--- src/hdl/sopdm_pkg.sv ---
// shared types, constants and helpers of the second-order pdm modulator
// no dependencies; used by every other file of the block but the defines header
package sopdm_pkg;

  localparam int unsigned OsrMax      = 32;
  localparam int unsigned OsrCapHw    = 32;
  localparam int unsigned OsrLimit    = (OsrMax < OsrCapHw) ? OsrMax : OsrCapHw;
  localparam int unsigned OsrW        = 6;
  localparam int unsigned StepW       = $clog2(2 * OsrLimit + 1);
  localparam int unsigned SampleW     = 16;
  localparam int unsigned AddW        = SampleW + 2;
  localparam int unsigned IntW        = 32;
  localparam int unsigned ByteW       = 8;
  localparam int unsigned CntW        = $clog2(ByteW);
  localparam logic [OsrW-1:0] OsrReset = OsrW'(16);

  // feedback seen from the integrators: bit 1 subtracts +32767, bit 0 subtracts -32768
  localparam logic [IntW-1:0] FbTermOne  = IntW'(-32'sd32767);
  localparam logic [IntW-1:0] FbTermZero = IntW'(32'sd32768);

  typedef enum logic [1:0] {
    ALU_ACC2,
    ALU_ACC1,
    ALU_FB2
  } alu_op_e;

  typedef struct packed {
    alu_op_e                     op;
    logic                        fb_bit;
    logic signed [SampleW-1:0]   sample;
  } alu_req_t;

  typedef struct packed {
    logic             valid;
    logic [ByteW-1:0] data;
    logic             last;
  } byte_beat_t;

  // number of modulator steps per sample, ratio clamped to 1..limit
  function automatic logic [StepW-1:0] eff_steps(input logic [OsrW-1:0] osr);
    logic [OsrW-1:0] r;
    r = osr;
    if (r == '0) r = OsrW'(1);
    if (r > OsrW'(OsrLimit)) r = OsrW'(OsrLimit);
    return StepW'({r, 1'b0});
  endfunction

endpackage

--- src/hdl/sopdm_if.sv ---
// channel interfaces of the second-order pdm modulator: sample in, byte out, config
// depends on sopdm_pkg for field widths
interface sopdm_in_if;
  logic                                 valid;
  logic                                 ready;
  logic signed [sopdm_pkg::SampleW-1:0] pcm_sample;
  logic                                 silent;
  modport source (output valid, output pcm_sample, output silent, input ready);
  modport sink   (input valid, input pcm_sample, input silent, output ready);
endinterface

interface sopdm_out_if;
  logic                          valid;
  logic                          ready;
  logic [sopdm_pkg::ByteW-1:0]   pdm_byte;
  logic                          last;
  modport source (output valid, output pdm_byte, output last, input ready);
  modport sink   (input valid, input pdm_byte, input last, output ready);
endinterface

interface sopdm_cfg_if;
  logic                         valid;
  logic                         ready;
  logic [sopdm_pkg::OsrW-1:0]   osr;
  modport source (output valid, output osr, input ready);
  modport sink   (input valid, input osr, output ready);
endinterface

--- src/hdl/sopdm_alu.sv ---
// shared 32-bit adder of the modulator, with its operand selection
// depends on sopdm_pkg
module sopdm_alu (
  input  sopdm_pkg::alu_req_t         req_i,
  input  logic [sopdm_pkg::IntW-1:0]  s1_i,
  input  logic [sopdm_pkg::IntW-1:0]  s2_i,
  output logic [sopdm_pkg::IntW-1:0]  sum_o
);

  logic [sopdm_pkg::IntW-1:0] fb_term;
  logic [sopdm_pkg::AddW-1:0] addend;
  logic [sopdm_pkg::IntW-1:0] op_a;
  logic [sopdm_pkg::IntW-1:0] op_b;

  assign fb_term = req_i.fb_bit ? sopdm_pkg::FbTermOne : sopdm_pkg::FbTermZero;

  // sample minus feedback, narrow enough to stay off the wide path
  assign addend = {{2{req_i.sample[sopdm_pkg::SampleW-1]}}, req_i.sample}
                + fb_term[sopdm_pkg::AddW-1:0];

  always_comb begin
    op_a = s2_i;
    op_b = fb_term;
    unique case (req_i.op)
      sopdm_pkg::ALU_ACC2: begin
        op_a = s2_i;
        op_b = s1_i;
      end
      sopdm_pkg::ALU_ACC1: begin
        op_a = s1_i;
        op_b = {{(sopdm_pkg::IntW - sopdm_pkg::AddW){addend[sopdm_pkg::AddW-1]}}, addend};
      end
      sopdm_pkg::ALU_FB2: begin
        op_a = s2_i;
        op_b = fb_term;
      end
      default: begin
        op_a = s2_i;
        op_b = fb_term;
      end
    endcase
  end

  assign sum_o = op_a + op_b;

endmodule

--- src/hdl/sopdm_seq.sv ---
// step sequencer: integrators, bit packing and the three-phase step over the shared adder
// depends on sopdm_pkg and sopdm_alu
module sopdm_seq (
  input  logic                                 clk_i,
  input  logic                                 rst_ni,
  input  logic                                 in_valid_i,
  output logic                                 in_ready_o,
  input  logic signed [sopdm_pkg::SampleW-1:0] pcm_sample_i,
  input  logic                                 silent_i,
  input  logic [sopdm_pkg::OsrW-1:0]           osr_i,
  input  logic                                 slot_free_i,
  output sopdm_pkg::byte_beat_t                beat_o
);

  localparam logic [1:0] StIdle = 2'd0;
  localparam logic [1:0] StAcc2 = 2'd1;
  localparam logic [1:0] StAcc1 = 2'd2;
  localparam logic [1:0] StFb2  = 2'd3;

  logic [1:0]                          state_q, state_d;
  logic [sopdm_pkg::IntW-1:0]          s1_q, s1_d;
  logic [sopdm_pkg::IntW-1:0]          s2_q, s2_d;
  logic [sopdm_pkg::ByteW-1:0]         byte_q, byte_d;
  logic [sopdm_pkg::CntW-1:0]          cnt_q, cnt_d;
  logic [sopdm_pkg::StepW-1:0]         steps_q, steps_d;
  logic signed [sopdm_pkg::SampleW-1:0] sample_q, sample_d;
  logic                                silent_q, silent_d;
  logic                                fb_bit_q, fb_bit_d;

  sopdm_pkg::alu_req_t        alu_req;
  logic [sopdm_pkg::IntW-1:0] sum;
  logic [sopdm_pkg::ByteW-1:0] new_byte;
  logic                       byte_done;
  logic                       stall;
  logic                       accept;

  sopdm_alu u_alu (
    .req_i (alu_req),
    .s1_i  (s1_q),
    .s2_i  (s2_q),
    .sum_o (sum)
  );

  assign in_ready_o = (state_q == StIdle);
  assign accept     = in_valid_i && in_ready_o;

  assign new_byte  = {byte_q[sopdm_pkg::ByteW-2:0], fb_bit_q};
  assign byte_done = !silent_q && (cnt_q == sopdm_pkg::CntW'(sopdm_pkg::ByteW - 1));
  assign stall     = byte_done && !slot_free_i;

  always_comb begin
    alu_req.fb_bit = fb_bit_q;
    alu_req.sample = sample_q;
    unique case (state_q)
      StAcc2:  alu_req.op = sopdm_pkg::ALU_ACC2;
      StAcc1:  alu_req.op = sopdm_pkg::ALU_ACC1;
      default: alu_req.op = sopdm_pkg::ALU_FB2;
    endcase
  end

  // a byte leaves on the final phase of its eighth step; last when fewer than 8 steps remain
  assign beat_o.valid = (state_q == StFb2) && byte_done && slot_free_i;
  assign beat_o.data  = new_byte;
  assign beat_o.last  = (steps_q <= sopdm_pkg::StepW'(sopdm_pkg::ByteW));

  always_comb begin
    state_d  = state_q;
    s1_d     = s1_q;
    s2_d     = s2_q;
    byte_d   = byte_q;
    cnt_d    = cnt_q;
    steps_d  = steps_q;
    sample_d = sample_q;
    silent_d = silent_q;
    fb_bit_d = fb_bit_q;
    unique case (state_q)
      StIdle: begin
        if (accept) begin
          steps_d  = sopdm_pkg::eff_steps(osr_i);
          sample_d = silent_i ? '0 : pcm_sample_i;
          silent_d = silent_i;
          state_d  = StAcc2;
        end
      end
      StAcc2: begin
        s2_d     = sum;
        // feedback is negative only for a strictly positive second integrator
        fb_bit_d = !((sum != '0) && !sum[sopdm_pkg::IntW-1]);
        state_d  = StAcc1;
      end
      StAcc1: begin
        s1_d    = sum;
        state_d = StFb2;
      end
      StFb2: begin
        if (!stall) begin
          s2_d = sum;
          if (!silent_q) begin
            byte_d = byte_done ? '0 : new_byte;
            cnt_d  = cnt_q + 1'b1;
          end
          steps_d = steps_q - 1'b1;
          state_d = (steps_q == sopdm_pkg::StepW'(1)) ? StIdle : StAcc2;
        end
      end
    endcase
  end

  always_ff @(posedge clk_i or negedge rst_ni) begin
    if (!rst_ni) begin
      state_q <= StIdle;
      s1_q    <= '0;
      s2_q    <= '0;
      byte_q  <= '0;
      cnt_q   <= '0;
      steps_q <= '0;
    end else begin
      state_q <= state_d;
      s1_q    <= s1_d;
      s2_q    <= s2_d;
      byte_q  <= byte_d;
      cnt_q   <= cnt_d;
      steps_q <= steps_d;
    end
  end

  always_ff @(posedge clk_i) begin
    sample_q <= sample_d;
    silent_q <= silent_d;
    fb_bit_q <= fb_bit_d;
  end

endmodule

--- src/hdl/sopdm_obuf.sv ---
// output register holding one finished byte until the receiver takes it
// depends on sopdm_pkg
module sopdm_obuf (
  input  logic                          clk_i,
  input  logic                          rst_ni,
  input  sopdm_pkg::byte_beat_t         beat_i,
  output logic                          slot_free_o,
  output logic                          out_valid_o,
  input  logic                          out_ready_i,
  output logic [sopdm_pkg::ByteW-1:0]   pdm_byte_o,
  output logic                          last_o
);

  logic                        valid_q, valid_d;
  logic [sopdm_pkg::ByteW-1:0] data_q;
  logic                        last_q;

  assign slot_free_o = !valid_q || out_ready_i;

  always_comb begin
    valid_d = valid_q;
    if (beat_i.valid) begin
      valid_d = 1'b1;
    end else if (out_ready_i) begin
      valid_d = 1'b0;
    end
  end

  always_ff @(posedge clk_i or negedge rst_ni) begin
    if (!rst_ni) begin
      valid_q <= 1'b0;
    end else begin
      valid_q <= valid_d;
    end
  end

  always_ff @(posedge clk_i) begin
    if (beat_i.valid) begin
      data_q <= beat_i.data;
      last_q <= beat_i.last;
    end
  end

  assign out_valid_o = valid_q;
  assign pdm_byte_o  = data_q;
  assign last_o      = last_q;

endmodule

--- src/hdl/second_order_pdm_modulator.sv ---
// second-order delta-sigma modulator turning pcm samples into packed pdm bytes
// depends on sopdm_pkg, sopdm_if, sopdm_seq and sopdm_obuf
//
// in_i takes one beat per sample: a signed 16-bit pcm_sample and a silent flag.
// out_o gives packed pdm bytes, earliest bit in bit 7, last set on the final
// byte that a sample completes. cfg_i writes the oversampling ratio osr
// (reset 16, 0 acts as 1, values above 32 act as 32); write it only while idle.
// each sample runs 2*osr modulator steps; every step uses the single shared
// 32-bit adder in turn for the second integrator, the first integrator and the
// feedback, so in_i drops ready after a beat and takes no new sample until the
// last step of the current one is done. a byte is registered into out_o at the
// end of the step that completes it, the one that adds the last bit the partial
// byte still lacked. silent samples advance the integrators on zero input and
// give no bytes.
// the output register holds one byte; while it is full and not taken, the
// sequencer waits at the step that completes the next byte, so no byte is lost
// and every stalled cycle adds to the sample's time.
// reset clears both integrators and the partial byte and sets the ratio to 16.
module second_order_pdm_modulator (
  input  logic               clk_i,
  input  logic               rst_ni,
  sopdm_in_if.sink           in_i,
  sopdm_out_if.source        out_o,
  sopdm_cfg_if.sink          cfg_i
);

  logic [sopdm_pkg::OsrW-1:0] osr_q;
  logic                       slot_free;
  sopdm_pkg::byte_beat_t      beat;

  assign cfg_i.ready = 1'b1;

  always_ff @(posedge clk_i or negedge rst_ni) begin
    if (!rst_ni) begin
      osr_q <= sopdm_pkg::OsrReset;
    end else if (cfg_i.valid) begin
      osr_q <= cfg_i.osr;
    end
  end

  sopdm_seq u_seq (
    .clk_i        (clk_i),
    .rst_ni       (rst_ni),
    .in_valid_i   (in_i.valid),
    .in_ready_o   (in_i.ready),
    .pcm_sample_i (in_i.pcm_sample),
    .silent_i     (in_i.silent),
    .osr_i        (osr_q),
    .slot_free_i  (slot_free),
    .beat_o       (beat)
  );

  sopdm_obuf u_obuf (
    .clk_i       (clk_i),
    .rst_ni      (rst_ni),
    .beat_i      (beat),
    .slot_free_o (slot_free),
    .out_valid_o (out_o.valid),
    .out_ready_i (out_o.ready),
    .pdm_byte_o  (out_o.pdm_byte),
    .last_o      (out_o.last)
  );

endmodule

--- src/flat_wrapper.sv ---
// flat-port wrapper written by rule: the top's interface ports become plain ports
module second_order_pdm_modulator_flat 
  (clk_i, rst_ni, in_i_valid, in_i_pcm_sample, in_i_silent, in_i_ready, out_o_valid, out_o_pdm_byte, out_o_last, out_o_ready, cfg_i_valid, cfg_i_osr, cfg_i_ready);
  sopdm_in_if in_i_i ();
  sopdm_out_if out_o_i ();
  sopdm_cfg_if cfg_i_i ();
  input  logic clk_i;
  input  logic rst_ni;
  input wire logic [$bits(in_i_i.valid)-1:0] in_i_valid;
  input wire logic [$bits(in_i_i.pcm_sample)-1:0] in_i_pcm_sample;
  input wire logic [$bits(in_i_i.silent)-1:0] in_i_silent;
  output wire logic [$bits(in_i_i.ready)-1:0] in_i_ready;
  output wire logic [$bits(out_o_i.valid)-1:0] out_o_valid;
  output wire logic [$bits(out_o_i.pdm_byte)-1:0] out_o_pdm_byte;
  output wire logic [$bits(out_o_i.last)-1:0] out_o_last;
  input wire logic [$bits(out_o_i.ready)-1:0] out_o_ready;
  input wire logic [$bits(cfg_i_i.valid)-1:0] cfg_i_valid;
  input wire logic [$bits(cfg_i_i.osr)-1:0] cfg_i_osr;
  output wire logic [$bits(cfg_i_i.ready)-1:0] cfg_i_ready;
  assign in_i_i.valid = in_i_valid;
  assign in_i_i.pcm_sample = in_i_pcm_sample;
  assign in_i_i.silent = in_i_silent;
  assign in_i_ready = in_i_i.ready;
  assign out_o_valid = out_o_i.valid;
  assign out_o_pdm_byte = out_o_i.pdm_byte;
  assign out_o_last = out_o_i.last;
  assign out_o_i.ready = out_o_ready;
  assign cfg_i_i.valid = cfg_i_valid;
  assign cfg_i_i.osr = cfg_i_osr;
  assign cfg_i_ready = cfg_i_i.ready;
  second_order_pdm_modulator u_core (.clk_i(clk_i), .rst_ni(rst_ni), .in_i(in_i_i), .out_o(out_o_i), .cfg_i(cfg_i_i));
endmodule
--- config.mk ---
export PLATFORM = sky130hd
export DESIGN_NAME = second_order_pdm_modulator_flat
export DESIGN_NICKNAME = d
export VERILOG_FILES = /design/src/hdl/sopdm_pkg.sv /design/src/hdl/sopdm_if.sv /design/src/hdl/sopdm_alu.sv /design/src/hdl/sopdm_seq.sv /design/src/hdl/sopdm_obuf.sv /design/src/hdl/second_order_pdm_modulator.sv /design/src/flat_wrapper.sv
export SDC_FILE = /design/constraint.sdc
export NUM_CORES = 1
export LEC_CHECK = 0
export BUFFER_PORTS_ARGS = -buffer_cell sky130_fd_sc_hd__buf_2
export CAP_MARGIN = 15
export CORE_ASPECT_RATIO = 1.75
export CORE_UTILIZATION = 55
export CTS_CLUSTER_SIZE = 14
export DETAILED_ROUTE_END_ITERATION = 10
export PLACE_DENSITY = 0.73
export SYNTH_ARGS = -nofsm -noshare
export SYNTH_HDL_FRONTEND = slang
export SYNTH_SLANG_ARGS = --single-unit
export TNS_END_PERCENT = 50
--- constraint.sdc ---
create_clock -name clk_i -period 12.82 [get_ports clk_i]
set_input_delay 0.641 -clock clk_i [delete_from_list [all_inputs] [get_ports clk_i]]
set_output_delay 0.641 -clock clk_i [all_outputs]
set_load 0.02 [all_outputs]
* After elaboration in Yosys (flattened, before gate mapping)
Index checks and enable logic that the tools add are counted.
** Operators by class
- Multiply operators :: 0
- Shift-type cells :: 0
- Divide/modulo/power cells :: 0
- Multiplexer cells :: 20
- Reductions and logical operators :: 24
- Bitwise operators :: 2
- $lt $le $gt $ge :: 2
- Add/subtract/negate cells :: 4
- Equal/unequal tests :: 8
** Operators with widths (count)
- $pmux 32 s2 :: 2
- $mux 32 :: 3
- $add 32x32->32 :: 1
- $reduce_bool 32->1 :: 1
- $mux 6 :: 4
- $mux 7 :: 3
- $add 18x18->18 :: 1
- $pmux 7 s2 :: 1
- $pmux 2 s4 :: 1
- $eq 7x1->1 const B :: 1
- $le 7x4->1 const B :: 1
- $sub 7x1->7 const B :: 1
- $gt 6x6->1 const B :: 1
- $logic_and 1x1->1 :: 6
- $logic_not 6->1 :: 1
- $reduce_and 2->1 :: 3
- $reduce_and 3->1 :: 2
- $reduce_bool 2->1 :: 3
- $logic_not 1->1 :: 5
- $eq 2x1->1 const B :: 2
- $eq 2x2->1 const B :: 2
- $logic_not 2->1 :: 2
- $mux 2 :: 2
- $pmux 2 s2 :: 1
- other kinds (7) :: 10
** Storage, ports and cells
- Output and inout port bits :: 12
- Logic and storage cells :: 73
- Bits in writable memories :: 0
- ROM bits :: 0
- Memories kept :: 0
- Latch bits :: 0
- Register bits :: 117
- Bits of input ports :: 28

* Logic depth before layout (Yosys ltp)
- Word-level depth :: 8
- Mapped depth :: 20
- Gate-level depth less buffers :: 19

* Hierarchy
From an unflattened synthesis, not the netlist that was laid out.
** Unflattened totals
- Cells, all modules :: 753
- Area total of the unflattened synthesis :: 7853.8 µm²
** By module, submodules not included
- sopdm_seq :: times used 1, area each 4249.1 µm², cells an instance 314
- sopdm_alu :: times used 1, area each 3022.9 µm², cells an instance 412
- sopdm_obuf :: times used 1, area each 317.8 µm², cells an instance 12
- second_order_pdm_modulator :: times used 1, area each 264.0 µm², cells an instance 15

* Worst setup path after synthesis
OpenSTA, ideal clock, no wires.
- Kind :: register to register
- From :: reg u_core.u_seq.fb_bit_q
- To :: reg u_core.u_seq.fb_bit_q (data pin)
- Arrival time :: 4564 ps
- Path slack :: 8111 ps
- Period minus slack after synthesis :: 4709 ps
- Data required time :: 12675 ps
- Cell stages (with the launch flop) :: 18
- Cell sequence :: edfxtp_1 > ha_1 > nand3_1 > nor4_1 > a21oi_1 > nor3_1 > clkbuf_1 > a21oi_1 > ha_1 > clkbuf_1 > a211oi_1 > a31oi_1 > and3_1 > a2111oi_2 > nor4b_1 > a311o_1 > or4b_1 > o21ai_1
** On the way
- Word-level cells in the longest chain between the ends :: 7
- Elaborated cells on any way between the ends :: 8
- Those cells by class :: 2 x add/sub; 2 x mux; 4 x reduce/logical
** RTL lines
- start: declaration :: RTL line sopdm_seq.sv:28 : logic fb_bit_q, fb_bit_d;
- start signal: assignment :: RTL line sopdm_seq.sv:130 : fb_bit_q <= fb_bit_d;
- $mux 32 (*) :: RTL line sopdm_alu.sv:15 : assign fb_term = req_i.fb_bit ? sopdm_pkg::FbTermOne : sopdm_pkg::FbTermZero;
- $add 18x18->18 :: RTL line sopdm_alu.sv:19 : + fb_term[sopdm_pkg::AddW-1:0];
- $pmux 32 s2 (*) :: RTL line sopdm_alu.sv:24 : unique case (req_i.op)
- $add 32x32->32 (*) :: RTL line sopdm_alu.sv:44 : assign sum_o = op_a + op_b;
- $reduce_bool 32->1 or $logic_not 1->1 (tied branches) :: RTL line sopdm_seq.sv:88 : fb_bit_d = !((sum != '0) && !sum[sopdm_pkg::IntW-1]);
- $logic_and 1x1->1 (*) :: RTL line sopdm_seq.sv:88
- $logic_not 1->1 (*) :: RTL line sopdm_seq.sv:88
Every way passes the cells marked *; elsewhere a longest branch is shown, timed or not.
A chain may end at the register's enable or synchronous reset.

* Worst setup path in the final report
Same ends and word-level chain as after synthesis.

==> impl_metrics.json <==
{
  "grt_pass1_vias": 6402,
  "root_buffer": "clkbuf_16",
  "post_cts_buffers": 0,
  "fin_crit_sh": 0.409,
  "syn2layout_area_growth_pct": 11.9,
  "synth_edf_count": 27,
  "ios": 40,
  "ys_warn_count": 0,
  "hp-class": "in -> async",
  "cp.arrival_ns": 5.49,
  "route.met2.wl_um": 10200,
  "design_area_um2": 8630,
  "end_kind": "flip-flop",
  "slew_violations": 0,
  "synthArstFlopShare": 0.769,
  "place_area_um2": 8030,
  "n_antenna_cell": 0,
  "track_usage": 0.268,
  "path_cells": "ha_1 -> nand3_1 -> nor4_1 -> a21oi_1 -> nor3_1 -> buf_4 -> a21oi_1 -> ha_1 -> a211oi_1 -> a31oi_1 -> and3_1 -> a2111oi_2 -> nor4b_1 -> a311o_1 -> or4b_1 -> o21ai_1",
  "drcViolationCount": 0,
  "port_buffers": 38,
  "max_stage_delay_ns": 0.54,
  "critPathBufInv": 1,
  "rows": 56,
  "die_h_um": 159,
  "drt-met1-wl_um": 6750,
  "grt-ovfl-total": 0,
  "syn_nets": 851,
  "max_slew.worst_pin.slew_ns": 1.00,
  "clock_skew_ns": 0.0117,
  "cp_max_fo": 15,
  "cts-resized-gates": 0,
  "clock_latency_ns": 0.42,
  "nets": 877,
  "finalHoldViolCount": 0,
  "drive_gt1_frac": 0.215,
  "antenna_found_initial": 0,
  "status": "finished, final reports clean",
  "clk_pin_slew_ns": 0.06,
  "yosys_most_used_dff": "dfrtp_1",
  "grt_first_pass_wirelength_um": 30700,
  "htree_levels": 4,
  "fmax_ghz": 0.191,
  "tns_ns": 0,
  "cp-start-kind": "flip-flop",
  "routed_via_density": 6.19,
  "routabilityCongestion": 0.955,
  "finalSetupViolations": 0,
  "die_w_um": 91.5,
  "wl_met3_um": 463,
  "num_vias": 6120,
  "seq_area_frac_synth": 0.397,
  "firstDrtPassIters": 6,
  "avgRoutedWirePerCell_um": 18.6,
  "postRouteAntennaNets": 0,
  "rsz0062_at_grt": "false",
  "grt_max_degree": 77,
  "numClockSinks": 117,
  "crit_type": "reg -> reg",
  "synthCells": 775,
  "maxSlewHeadroom": 0.333,
  "fp.coreArea_um2": 13500,
  "cp_slowest_cell": "nor4_1",
  "ys_ff_latch": 117,
  "drv_cap": 0,
  "syn_area_um2": 7720,
  "cpLargestDelayFamily": "compound AO/OA/AOI/OAI gates",
  "initial_core_util": 0.571,
  "required_ns": 13.06,
  "top_layer_used": "met4",
  "wl_um": 18400,
  "numCtsBuffers": 17,
  "cts_tree": "built",
  "dp_hpwl_um": 12900,
  "die_area_um2": 14500,
  "fin_crit_ns": 5.24,
  "cts_buffer_depth": 2,
  "hold_ws_ns": 0.0647,
  "first_iter_violations": 269,
  "cts_hold_buf": 0,
  "synth_cell_types": 76,
  "syn_avg_cell_area_um2": 9.96
}
==> per-layer routing <==
metal | vias to the layer above | global-route usage
met5 | - | 0
met4 | 0 | 0.159
met3 | 52 | 0.0393
met2 | 136 | 0.499
met1 | 3037 | 0.277
li1 | 2895 | -
==> cell families (layout without fill, tap and decap cells) <==
logic type,count (synthesis),after routing,share of synthesized area
adders and majority gates,48,48,0.0788
xor gates and xnor gates,40,40,0.0454
and+or+nand+nor,225,225,0.148
buffers and inverters,68,107,0.0353
AOI/OAI and AO/OA,191,191,0.172
other,1,1,0.000486
DFF,117,117,0.397
muxes,85,85,0.124
==> worst register-to-register path, cell delays in order, from the launching register on <==
cell and delay (ns):
edfxtp_1 0.53, ha_1 0.28, nand3_1 0.14, nor4_1 0.54, a21oi_1 0.17, nor3_1 0.22, buf_4 0.26, a21oi_1 0.11
ha_1 0.41, a211oi_1 0.35, a31oi_1 0.21, and3_1 0.25, a2111oi_2 0.47, nor4b_1 0.11, a311o_1 0.34, or4b_1 0.50
o21ai_1 0.19
==> metrics by stage <==
step | setup WS, ns | util | instances
after floorplan | 8.11 | - | 775
after global placement | 7.79 | 0.594 | 955
after detailed placement | 7.71 | 0.594 | 955
after CTS | 7.64 | 0.638 | 987
after global routing | 7.20 | 0.638 | 988
final | 7.58 | 0.638 | 988
==> cells in the final DEF (no fill, tap or decap), drive strengths merged, types with 4 or more instances in the layout <==
master  count
nand2      65
a31oi       5
mux2       80
a21o       13
inv        37
dfrtp      89
a211oi      8
o21ai      47
and4        4
edfxtp     27
nand3      20
nor3       13
nand2b      7
xor2       15
nor2       37
a22o        9
a21oi      48
and3        8
nor2b      32
nor4        8
buf        46
or3         8
mux2i       5
xnor2      25
clkbuf     18
nand4       8
ha         47
and2        4
a22oi      15
o211ai      5
==> flip-flops by register name, indices dropped and copies added (netlist names) <==
register,count
u_core.u_seq.s1_q,32
u_core.u_obuf.last_o,1
u_core.u_seq.silent_q,1
u_core.u_seq.state_q,2
u_core.u_obuf.pdm_byte_o,8
u_core.osr_q,6
u_core.u_seq.s2_q,32
u_core.u_seq.steps_q,7
u_core.u_seq.fb_bit_q,1
u_core.u_obuf.out_valid_o,1
u_core.u_seq.cnt_q,3
u_core.u_seq.sample_q,16
u_core.u_seq.byte_q,7
==> Yosys cell counts (all sizes together) (7+ instances only) <==
cell	instances	area, um^2
clkbuf	32	120
nor4	8	50.1
or3	8	50.1
xnor2	25	219
a21o	13	97.6
nor2	37	139
inv	29	109
nand2	65	244
a22oi	15	113
and3	8	51.3
mux2	80	905
a211oi	8	75.1
xor2	15	131
dfrtp	89	2230
nor3	13	65.1
nand3	20	100
a22o	9	80.1
edfxtp	27	811
nand4	8	50.1
ha	47	588
buf	7	43.8
o21ai	47	239
nor2b	32	200
nand2b	7	43.8
a21oi	48	240
==> worst paths after layout <==
path	from	to	slack, ns	cells past startpoint
min reg2reg	u_core.u_seq.byte_q[6]	u_core.u_obuf.pdm_byte_o[7]	0.45	0
max reg2reg	u_core.u_seq.fb_bit_q	u_core.u_seq.fb_bit_q	7.58	16
min in group clk_i	u_core.u_seq.byte_q[6]	u_core.u_obuf.pdm_byte_o[7]	0.45	0
max in group asynchronous	rst_ni	u_core.u_seq.s1_q[8]	11.51	2
max	u_core.u_seq.fb_bit_q	u_core.u_seq.fb_bit_q	7.58	16
min	rst_ni	u_core.osr_q[0]	0.06	1
==> area by class of cell <==
class	instances	area [um^2]
clock inverter	14	165
multi-input combinational	590	4400
timing repair buffer	46	250
clock buffer	18	429
sequential	117	3060
tap	174	218
inverter	29	109
fill	1095	4890
Power is left out: the tool's default activity adds up to more than one toggle a clock period on the data nets, which glitch-free logic cannot reach.
